[src/design/lhtd_pkg.sv]
`default_nettype none

package lhtd_pkg;

  // fixed field widths of the request and response words
  localparam int unsigned REQ_W    = 2;
  localparam int unsigned ELEM_W   = 32;
  localparam int unsigned POS_W    = 6;
  localparam int unsigned STATUS_W = 2;

  typedef enum logic [REQ_W-1:0] {
    REQ_PUSH_FRONT = 2'd0,
    REQ_PUSH_BACK  = 2'd1,
    REQ_DELETE     = 2'd2,
    REQ_READ       = 2'd3
  } lhtd_req_e;

  typedef enum logic [STATUS_W-1:0] {
    STATUS_DONE    = 2'd0,
    STATUS_BAD_POS = 2'd1,
    STATUS_FULL    = 2'd2
  } lhtd_status_e;

  // command broadcast to every cell of the chain
  typedef enum logic [2:0] {
    OP_HOLD,
    OP_PUSH_FRONT,
    OP_PUSH_BACK,
    OP_DELETE,
    OP_ROTATE
  } lhtd_op_e;

  typedef enum logic {
    ST_IDLE,
    ST_READ
  } lhtd_state_e;

endpackage

`default_nettype wire

[src/design/lhtd_cell.sv]
`default_nettype none

module lhtd_cell import lhtd_pkg::*; #(
  parameter int unsigned IDX = 0,
  parameter int unsigned CW  = 7,
  parameter int unsigned VW  = 32
) (
  input  logic          clk_i,
  input  lhtd_op_e      op_i,
  input  logic [CW-1:0] cnt_i,
  input  logic [CW-1:0] pos_i,
  input  logic [VW-1:0] ins_i,
  input  logic [VW-1:0] left_i,
  input  logic [VW-1:0] right_i,
  input  logic [VW-1:0] head_i,
  output logic [VW-1:0] val_o
);

  logic [VW-1:0] val_q, val_d;

  always_comb begin
    val_d = val_q;
    case (op_i)
      OP_PUSH_FRONT: val_d = left_i;
      OP_PUSH_BACK: begin
        if (CW'(IDX) == cnt_i) begin
          val_d = ins_i;
        end
      end
      OP_DELETE: begin
        if (CW'(IDX) >= pos_i) begin
          val_d = right_i;
        end
      end
      // tail of the occupied part takes the head, so the ring is count long
      OP_ROTATE: val_d = (CW'(IDX) + CW'(1) == cnt_i) ? head_i : right_i;
      default: ;
    endcase
  end

  always_ff @(posedge clk_i) begin
    val_q <= val_d;
  end

  assign val_o = val_q;

endmodule

`default_nettype wire

[config.mk]
export PLATFORM = sky130hd
export DESIGN_NAME = lhtd_cell
export DESIGN_NICKNAME = d
export VERILOG_FILES = /design/src/design/lhtd_pkg.sv /design/src/design/lhtd_cell.sv
export SDC_FILE = /design/constraint.sdc
export NUM_CORES = 1
export LEC_CHECK = 0
export ABC_AREA = 1
export BUFFER_PORTS_ARGS = -buffer_cell sky130_fd_sc_hd__buf_2
export CAP_MARGIN = 20
export CORE_MARGIN = 1.5
export CORE_UTILIZATION = 43
export CTS_BUF_LIST = sky130_fd_sc_hd__clkbuf_16
export CTS_CLUSTER_DIAMETER = 100
export DETAILED_ROUTE_END_ITERATION = 10
export GPL_ROUTABILITY_DRIVEN = 0
export PLACE_DENSITY = 0.82
export REMOVE_ABC_BUFFERS = 1
export SLEW_MARGIN = 20
export SYNTH_ARGS = -nofsm -noshare
export SYNTH_HDL_FRONTEND = slang
export SYNTH_SLANG_ARGS = --single-unit
[constraint.sdc]
create_clock -name clk_i -period 4.3 [get_ports clk_i]
set_input_delay 1.29 -clock clk_i [delete_from_list [all_inputs] [get_ports clk_i]]
set_output_delay 1.29 -clock clk_i [all_outputs]
set_load 0.03 [all_outputs]
==> out/summary.txt, run 1 <==
Synth warn = 0
Number of CTS-inserted buffers = 5
Pleak = 2.15 nW
Mapped Cells = 438
Routed vias/inst = 4.92
Longest Clk Path Bufs = 2
Fill cells = 572
Routed WL = 8.46 mm
Die area = 6830 um2
Hold Crit Class = input port to register
# hold bufs at CTS = 0
Setup crit end kind = register
Num ports = 178
Largest register FFs = 32
Crit Path Class = input port to register
Initial antenna violation count = 0
DP Wirelength = 5.95 mm
Global-route wire length before repair = 12.3 mm
Tmin final = 2.87 ns
Area added between synthesis and finish = 38.1%
H-tree levels = 2
Core area = 6030 um2
Top-area cell type share of the netlist area = 35.2%
Max-slew headroom = 29.6%
WL/cell = 12.4 um
DRT iter0 DRCs = 204
Residual DRC = 0
Maxcap violations = 0
Via count = 3345
PwrDens = 283 nW/um2
Post-CTS Resized = 0
Synthesized area = 2730 um2
Antenna viol nets, final = 0
Critical Path AT = 2.98 ns
Layout net count = 750
Final setup margin = 1.43 ns
Largest area contributor in the netlist = edfxtp_1
Postcts setup bufs = 0
IO buf count = 177
CTS Root Cell = clkbuf_16
Final period util = 66.9%
Worst VDD drop = 0.137 mV
Clk sinks = 32
Initial Util = 45.2%
FF+latch count, synth = 32
Fmax = 0.348 GHz
Die W = 82.6 um
Worst-margin pin slew = 1.05 ns
Clock Pin Slew Worst Setup and Hold Paths = 0.05 ns
Startpoint Class = input port
Status = complete, no violations
Site Rows = 28
Worst Path Required = 4.41 ns
N_diodes = 0
Die Y = 82.6 um
Tot GR Track Use = 23.6%
Vias in the first global route = 2923
Endpoint, Worst Hold = val_o[7]$_DFFE_PP_
CTS tree = yes
Syn avg cell area = 6.22 um2
Dominant cells by area after synthesis = edfxtp_1 (35%), inv_1 (14%), nor2_1 (14%), nand3_1 (12%), a21oi_1 (6.2%)
GR Overflow Total = 0
Critical Path Fanout Max = 33
Pre-CTS WS = 1.17 ns
Fin Setup TNS = 0 ns
Largest net degree at the start of global routing = 65
Unrepaired setup endpoints after global routing = no
Drt first pass iters = 5
Max-slew violation count = 0
Hold Fails Final Rpt = 0
Worst hold path cell count = 3
Hold path startpoint = left_i[7]
Share of layout cells above drive strength 1 = 32.7%
Sequential area share after synthesis = 35.2%
Final setup fails = 0
Yosys cell types = 19
## metrics by stage
step / cell area (um2) / cells / power (mW) / utilization (%) / hold slack (ns)
CTS: 3760 / 680 / 1.07 / 62.5 / 1.34
finish: 3760 / 680 / 1.06 / 62.5 / 1.35
global placement: 3630 / 672 / 0.738 / 60.2 / 1.62
global route: 3760 / 680 / 1.12 / 62.5 / 1.36
floorplan: 2590 / 414 / 0.607 / - / 1.52
detailed placement: 3630 / 672 / 0.745 / 60.2 / 1.62
## Yosys cell counts, drive strengths merged
cell,n
a21oi,34
buf,20
clkbuf,4
edfxtp,32
inv,105
nand2,39
nand3,67
nor2,101
nor2b,1
nor3,2
o21ai,32
o22ai,1
## cells by family (layout without fill, tap and decap cells)
family	count (synthesis)	after routing	synth area share, %
AND/OR/NAND/NOR	210	210	33.1
AO/OA/AOI/OAI	67	67	12.3
buffers and inverters	129	296	19.3
flip-flops	32	32	35.2
## area by class of cell
| type | instances | area [um2] | area share [%] |
|---|---|---|---|
| Sequential cell | 32 | 961 | 25.5 |
| Timing Repair Buffer | 183 | 931 | 24.7 |
| Multi-Input combinational cell | 277 | 1250 | 33.1 |
| Clock inverter | 3 | 13.8 | 0.366 |
| Inverter | 105 | 394 | 10.5 |
| Clock buffer | 5 | 125 | 3.32 |
| Tap cell | 75 | 93.8 | 2.49 |
## power breakdown
group / internal [mW] / switching [mW]
Combinational: 0.118 / 0.215
Clock: 0.209 / 0.113
Sequential: 0.397 / 0.0113
## cell usage in the layout (no fill, tap or decap), types with 3 or more instances in the layout
master and count:
buf_2 177, inv_1 103, nor2_1 98, nand3_1 66, nand2_1 37, a21oi_1 34
edfxtp_1 32, o21ai_0 23, o21ai_1 9, buf_4 6, clkbuf_16 5, nor2_4 3
## worst max path at each step
stage	from	to	slack [ns]	cells past startpoint
final	cnt_i[4]	val_o[23]$_DFFE_PP_	1.43	9
after global routing	cnt_i[5]	val_o[13]$_DFFE_PP_	1.29	9
after CTS	cnt_i[4]	val_o[18]$_DFFE_PP_	1.47	9
after detailed placement	cnt_i[4]	val_o[18]$_DFFE_PP_	1.17	9
after global placement	cnt_i[4]	val_o[18]$_DFFE_PP_	1.25	9
after floorplan	op_i[0]	val_o[0]$_DFFE_PP_	0.36	5
## worst max-delay path, cell delays in order
cell	delay [ns]
buf_2	0.10
inv_1	0.04
nand2_1	0.07
nor2_4	0.10
buf_4	0.38
nand2_2	0.51
nand2_1	0.20
nand3_1	0.10
a21oi_1	0.18
## metal layers
layer	routed length, um	up-vias	GRT usage (%)
li1	-	1690	-
met1	3270	1461	26.6
met2	4320	184	45.0
met3	797	10	4.29
met4	75	0	6.83
met5	0	-	0
Power figures use the tool's default switching activity.
==> run 2, diff against run 1 <==
Settings changed: ABC_AREA 1 to 0, CORE_UTILIZATION 43 to 40.
Clock period 4.3 ns to 2.9 ns, I/O delays scaled along.
==> run 2 against run 1 <==
Clock power is 44% higher; worst hold slack got worse by 0.43 ns; clock-buffer cell count is the same; synthesized cell count is 39% lower; flip-flop and latch count unchanged; largest cell class unchanged; non-clock buffer count rose by 9; combinational power increased by 25%; critical path depth down 3; design area shrank 11%; die area fell by 12%; global-route usage increased by 1.4 points; setup slack lost 0.96 ns.
==> out/summary.txt, run 2 <==
Status = complete, no violations (unchanged)
Final setup fails = 0 (unchanged)
Num ports = 178 (unchanged)
Tot GR Track Use = 25.1% (was 23.6%)
Unrepaired setup endpoints after global routing = no (unchanged)
WL/cell = 14.9 um (was 12.4 um)
Ys flop type = edfxtp_1 (unchanged)
FF+latch count, synth = 32 (unchanged)
Fill cells = 442 (was 572)
Tmin final = 2.44 ns
H-tree levels = 2 (unchanged)
Clk sinks = 32 (unchanged)
Worst hold path cell count = 3 (unchanged)
Multi-input gate area = 1160 um2 (was 1250 um2)
GR Overflow Total = 0 (unchanged)
N_diodes = 0 (unchanged)
CP cell instances = buf_2, or4_1, nor4_1, a21oi_1, o21ai_4, buf_4 (was buf_2, inv_1, nand2_1, nor2_4, buf_4, nand2_2, nand2_1, nand3_1, a21oi_1)
Util after Layout = 64.1% (was 62.5%)
Top-area cell type share of the netlist area = 43.2% (was 35.2%)
Clock Pin Slew Worst Setup and Hold Paths = 0.05 ns (about the same)
Worst path depth = 6 (was 9)
Critical Path AT = 2.40 ns (was 2.98 ns)
Highest-count cells in the layout ignoring fill and taps = buf_2 (177), nand2_1 (33), nor2_1 (32), o21ai_0 (32), edfxtp_1 (32) (was buf_2 (177), inv_1 (103), nor2_1 (98))
Worst path top cell family by delay = simple AND/OR/NAND/NOR gates (unchanged)
Register Area = 961 um2 (unchanged)
Max-slew headroom = 58.8% (was 29.6%)
Number of CTS-inserted buffers = 5 (unchanged)
Critical Path Fanout Max = 12 (was 33)
Sequential area share after synthesis = 43.2% (was 35.2%)
CTS Root Cell = clkbuf_16 (unchanged)
Die Y = 77.6 um (was 82.6 um)
Global-route wire length before repair = 12.0 mm (was 12.3 mm)
IO buf count = 177 (unchanged)
Number of synthesized flops with an enable pin = 32 (unchanged)
Hold path startpoint = left_i[0] (was left_i[7])
Layout net count = 587 (was 750)
Pre-CTS WS = 0.175 ns (was 1.17 ns)
Worst VDD drop = 0.223 mV (was 0.137 mV)
Final setup margin = 0.462 ns (was 1.43 ns)
Final Cell Area = 3360 um2 (was 3760 um2)
DRT iter0 DRCs = 162 (was 204)
Site Rows = 26 (was 28)
Residual DRC = 0 (unchanged)
Worst Path Required = 2.86 ns (was 4.41 ns)
Max-slew violation count = 0 (unchanged)
Most frequent cells after synthesis = nand2_1 (33), o21ai_0 (33), edfxtp_1 (32), nor2_1 (32), a21oi_1 (31) (was inv_1 (103), nor2_1 (99), nand3_1 (66))
Worst-margin pin slew = 0.613 ns (was 1.05 ns)
Syn avg cell area = 8.36 um2 (was 6.22 um2)
Routed vias/inst = 5.38 (was 4.92)
Synthesized area = 2220 um2 (was 2730 um2)
Largest net degree at the start of global routing = 36 (was 65)
Hold Crit Class = input port to register (unchanged)
Dominant cells by area after synthesis = edfxtp_1 (43%), a2bb2oi_1 (12%), o21ai_0 (7.4%), a21oi_1 (7.0%), nor3_1 (6.7%) (was edfxtp_1 (35%), inv_1 (14%), nor2_1 (14%), nand3_1 (12%), a21oi_1 (6.2%))
Startpoint Class = input port (unchanged)
Final period util = 84.1%
Die area = 6020 um2 (was 6830 um2)
Antenna viol nets, final = 0 (unchanged)
Largest register FFs = 32 (unchanged)
Die W = 77.6 um (was 82.6 um)
Area added between synthesis and finish = 51.0% (was 38.1%)
Fmax = 0.410 GHz
Pleak = 1.50 nW (was 2.15 nW)
CP max-delay cell = or4_1 (was nand2_2)
# hold bufs at CTS = 0 (unchanged)
Fin Setup TNS = 0 ns (unchanged)
Post-CTS Resized = 0 (unchanged)
Share of layout cells above drive strength 1 = 45.8% (was 32.7%)
Yosys cell types = 25 (was 19)
DP Wirelength = 5.79 mm (was 5.95 mm)
Largest area contributor in the netlist = edfxtp_1 (unchanged)
Area post-placement = 3220 um2 (was 3630 um2)
Endpoint, Worst Hold = val_o[0]$_DFFE_PP_ (was val_o[7]$_DFFE_PP_)
Max incr delay on CP = 0.59 ns (was 0.51 ns)
Vias in the first global route = 2607 (was 2923)
Routed WL = 7.60 mm (was 8.46 mm)
PwrDens = 435 nW/um2 (was 283 nW/um2)
Initial Util = 42.5% (was 45.2%)
Crit Path Class = input port to register (unchanged)
Worst Path Buf+Inv = 2 (was 3)
Setup crit end kind = register (unchanged)
Core area = 5240 um2 (was 6030 um2)
Drt first pass iters = 4 (was 5)
Longest Clk Path Bufs = 2 (unchanged)
Commonest non-fill, non-tap cell in the layout = buf_2 (unchanged)
Synth async-reset ratio = 0% (unchanged)
Hold Fails Final Rpt = 0 (unchanged)
Via count = 2750 (was 3345)
Initial antenna violation count = 0 (unchanged)
Postcts setup bufs = 0 (unchanged)
Mapped Cells = 266 (was 438)
CTS tree = yes (unchanged)
Maxcap violations = 0 (unchanged)
Synth warn = 0 (unchanged)
run 2: changes by cell type in the layout (fill, tap and decap cells not counted), moves of 3 or more:
cell | before | now
nand2_1 | 37 | 33
nor2_1 | 98 | 32
nand2b_1 | 0 | 4
inv_1 | 103 | 2
nor2_4 | 3 | 0
a21oi_1 | 34 | 31
o21ai_1 | 9 | 0
a2bb2oi_1 | 0 | 30
o21ai_0 | 23 | 32
nand3_1 | 66 | 1
nor3_1 | 2 | 30
buf_4 | 6 | 14
run 2: worst max path at each step:
stage             start                   to  slack, ns
2_1_floorplan  cnt_i[1]   val_o[0]$_DFFE_PP_      -1.64
5_1_grt        cnt_i[1]  val_o[12]$_DFFE_PP_       0.41
3_5_place_dp   cnt_i[1]  val_o[11]$_DFFE_PP_       0.17
3_3_place_gp   cnt_i[1]  val_o[12]$_DFFE_PP_       0.21
4_1_cts        cnt_i[1]  val_o[11]$_DFFE_PP_       0.46
6_report       cnt_i[1]  val_o[17]$_DFFE_PP_       0.46
run 2: metal layers:
| layer | share of wire, % | GRT usage (%) | vias up |
|---|---|---|---|
| met3 | 8.6 | 6.00 | 12 |
| met4 | 1.5 | 7.27 | 0 |
| met2 | 52 | 46.3 | 178 |
| met1 | 38 | 28.4 | 1224 |
| met5 | 0 | 0 | - |
| li1 | - | - | 1336 |
run 2: worst min-delay path, cell delays in order:
cell     delay, ns
buf_2         0.08
nor2_1        0.03
a21oi_1       0.10
run 2: layout make-up:
cell class / instances / area share [%]
inverter: 1 / 0.112
clock buffer: 5 / 3.73
tap: 70 / 2.61
sequential: 32 / 28.6
multi-input combinational: 209 / 34.6
timing repair buffer: 192 / 30.1
clock inverter: 2 / 0.261
run 2: metrics by stage:
stage | instances | power [mW] | hold WS, ns
after floorplan | 242 | 0.798 | 1.10
after global placement | 504 | 0.995 | 1.20
after detailed placement | 504 | 1.00 | 1.20
after CTS | 511 | 1.47 | 0.923
after global routing | 511 | 1.54 | 0.929
final | 511 | 1.46 | 0.927
run 2: power breakdown:
group | total [mW] | switching [mW] | internal, mW | leakage (nW)
sequential | 0.580 | 0.0113 | 0.569 | 0.302
combinational | 0.416 | 0.247 | 0.169 | 1.13
clock | 0.464 | 0.158 | 0.306 | 0.0709
total | 1.46 | 0.417 | 1.04 | 1.50
run 2: kinds of logic (layout without fill, tap and decap cells):
family                 count (synthesis)  count (layout)  share of synthesized area, %
buffers and inverters                 25             200                          5.79
AO/OA/AOI/OAI                        100             100                          28.3
AND/OR/NAND/NOR                      108             108                          22.3
flip-flops                            32              32                          43.2
multiplexers                           1               1                         0.450
==> run 3, diff against run 2 <==
Clock period 2.9 ns to 2.4 ns, I/O delays scaled along.
==> run 3 against run 2 <==
Combinational power increased by 24%; worst hold slack worse by 0.15 ns; critical path depth stayed put; largest cell class unchanged; design area increased by 2.0%; die area unchanged; critical endpoint is now val_o[10]$_DFFE_PP_; core utilization up 1.3 points; wire length down 0.83%; first-iteration DRC count grew 4.9%.
==> out/summary.txt, run 3 (synthesis gave the netlist of run 2 again) <==
CTS Root Cell = clkbuf_16 (unchanged)
Max-slew headroom = 71.8% (was 58.8%)
Maxcap violations = 0 (unchanged)
CP cell instances = buf_2, or4_1, nor4_1, a21oi_1, o21ai_4, buf_12 (was buf_2, or4_1, nor4_1, a21oi_1, o21ai_4, buf_4)
Share of layout cells above drive strength 1 = 45.7% (was 45.8%)
Die W = 77.6 um (unchanged)
Highest-count cells in the layout ignoring fill and taps = buf_2 (177), nand2_1 (33), nor2_1 (32), o21ai_0 (32), edfxtp_1 (32) (unchanged)
Worst VDD drop = 0.248 mV (was 0.223 mV)
Crit Path Class = input port to register (unchanged)
H-tree levels = 2 (unchanged)
Placed insts = 506 (was 504)
Number of CTS-inserted buffers = 5 (unchanged)
Fin Hold WS = 0.776 ns (was 0.927 ns)
Initial antenna violation count = 0 (unchanged)
Clock Pin Slew Worst Setup and Hold Paths = 0.05 ns (about the same)
# hold bufs at CTS = 0 (unchanged)
Max incr delay on CP = 0.55 ns (was 0.59 ns)
Postcts setup bufs = 0 (unchanged)
Vias in the first global route = 2609 (was 2607)
DRT iter0 DRCs = 170 (was 162)
Site Rows = 26 (unchanged)
Setup crit end kind = register (unchanged)
Startpoint Class = input port (unchanged)
CTS tree = yes (unchanged)
Routed WL = 7.54 mm (was 7.60 mm)
Layout net count = 589 (was 587)
WL/cell = 14.7 um (was 14.9 um)
Tot GR Track Use = 24.9% (was 25.1%)
Routed vias/inst = 5.42 (was 5.38)
Global-route wire length before repair = 11.8 mm (was 12.0 mm)
Post-CTS Resized = 0 (unchanged)
Residual DRC = 0 (unchanged)
Tmin final = 2.23 ns
Commonest non-fill, non-tap cell in the layout = buf_2 (unchanged)
Largest net degree at the start of global routing = 36 (unchanged)
Util after Layout = 65.4% (was 64.1%)
Die Y = 77.6 um (unchanged)
Critical Path Fanout Max = 20 (was 12)
Worst Path Required = 2.37 ns (was 2.86 ns)
Pleak = 1.53 nW (was 1.50 nW)
DP Wirelength = 5.57 mm (was 5.79 mm)
Fin cells = 514 (was 511)
Worst-margin pin slew = 0.423 ns (was 0.613 ns)
Via count = 2784 (was 2750)
Longest Clk Path Bufs = 2 (unchanged)
Largest register FFs = 32 (unchanged)
Initial Util = 42.5% (unchanged)
Critical Path AT = 2.20 ns (was 2.40 ns)
CP max-delay cell = or4_1 (unchanged)
PwrDens = 517 nW/um2 (was 435 nW/um2)
Hold Fails Final Rpt = 0 (unchanged)
Num ports = 178 (unchanged)
Clk sinks = 32 (unchanged)
Unrepaired setup endpoints after global routing = no (unchanged)
Core area = 5240 um2 (unchanged)
IO buf count = 177 (unchanged)
Register Area = 961 um2 (unchanged)
Multi-input gate area = 1160 um2 (unchanged)
Final period util = 92.9%
Antenna viol nets, final = 0 (unchanged)
Fmax = 0.448 GHz
Area added between synthesis and finish = 54.0% (was 51.0%)
Max-slew violation count = 0 (unchanged)
Drt first pass iters = 5 (was 4)
GR Overflow Total = 0 (unchanged)
Fill cells = 443 (was 442)
Die area = 6020 um2 (unchanged)
N_diodes = 0 (unchanged)
Final setup fails = 0 (unchanged)
Status = complete, no violations (unchanged)
Hold Crit Class = input port to register (unchanged)
run 3: layout make-up:
cell class | instances | area share [%]
well taps | 70 | 2.56
inverters | 1 | 0.110
clock buffers | 5 | 3.65
multi-input cells | 209 | 33.9
flip-flops and latches | 32 | 28.0
clock inverters | 3 | 0.329
repair buffers | 194 | 31.4
run 3: per-layer routing:
layer	GRT usage (%)	part of all wire (%)
met3	5.29	10
met5	0	0
met1	29.8	39
met4	8.73	1.9
met2	44.0	49
run 3: metrics by stage:
| step | instance area [um2] | TNS (ns) | setup WS (ns) | total power, mW |
|---|---|---|---|---|
| finish | 3430 | 0 | 0.169 | 1.77 |
| global route | 3430 | 0 | 0.105 | 1.86 |
| CTS | 3430 | 0 | 0.171 | 1.79 |
| detailed placement | 3290 | -3.56 | -0.119 | 1.22 |
| global placement | 3290 | -2.11 | -0.0804 | 1.21 |
| floorplan | 2100 | -86.68 | -1.99 | 0.965 |
run 3: worst paths after layout:
kind / from / to / slack [ns] / cells past startpoint
max: cnt_i[1] / val_o[10]$_DFFE_PP_ / 0.17 / 6
min: left_i[20] / val_o[20]$_DFFE_PP_ / 0.78 / 3
run 3: critical path: cells and delay by family:
family / cells / cell delay, ns
AO/OA/AOI/OAI: 2 / 0.33
buffers and inverters: 2 / 0.29
AND/OR/NAND/NOR: 2 / 0.85
run 3: report_power, final:
| group | internal (mW) | switching, mW |
|---|---|---|
| Combinational | 0.214 | 0.300 |
| Sequential | 0.688 | 0.0134 |
| Clock | 0.370 | 0.186 |
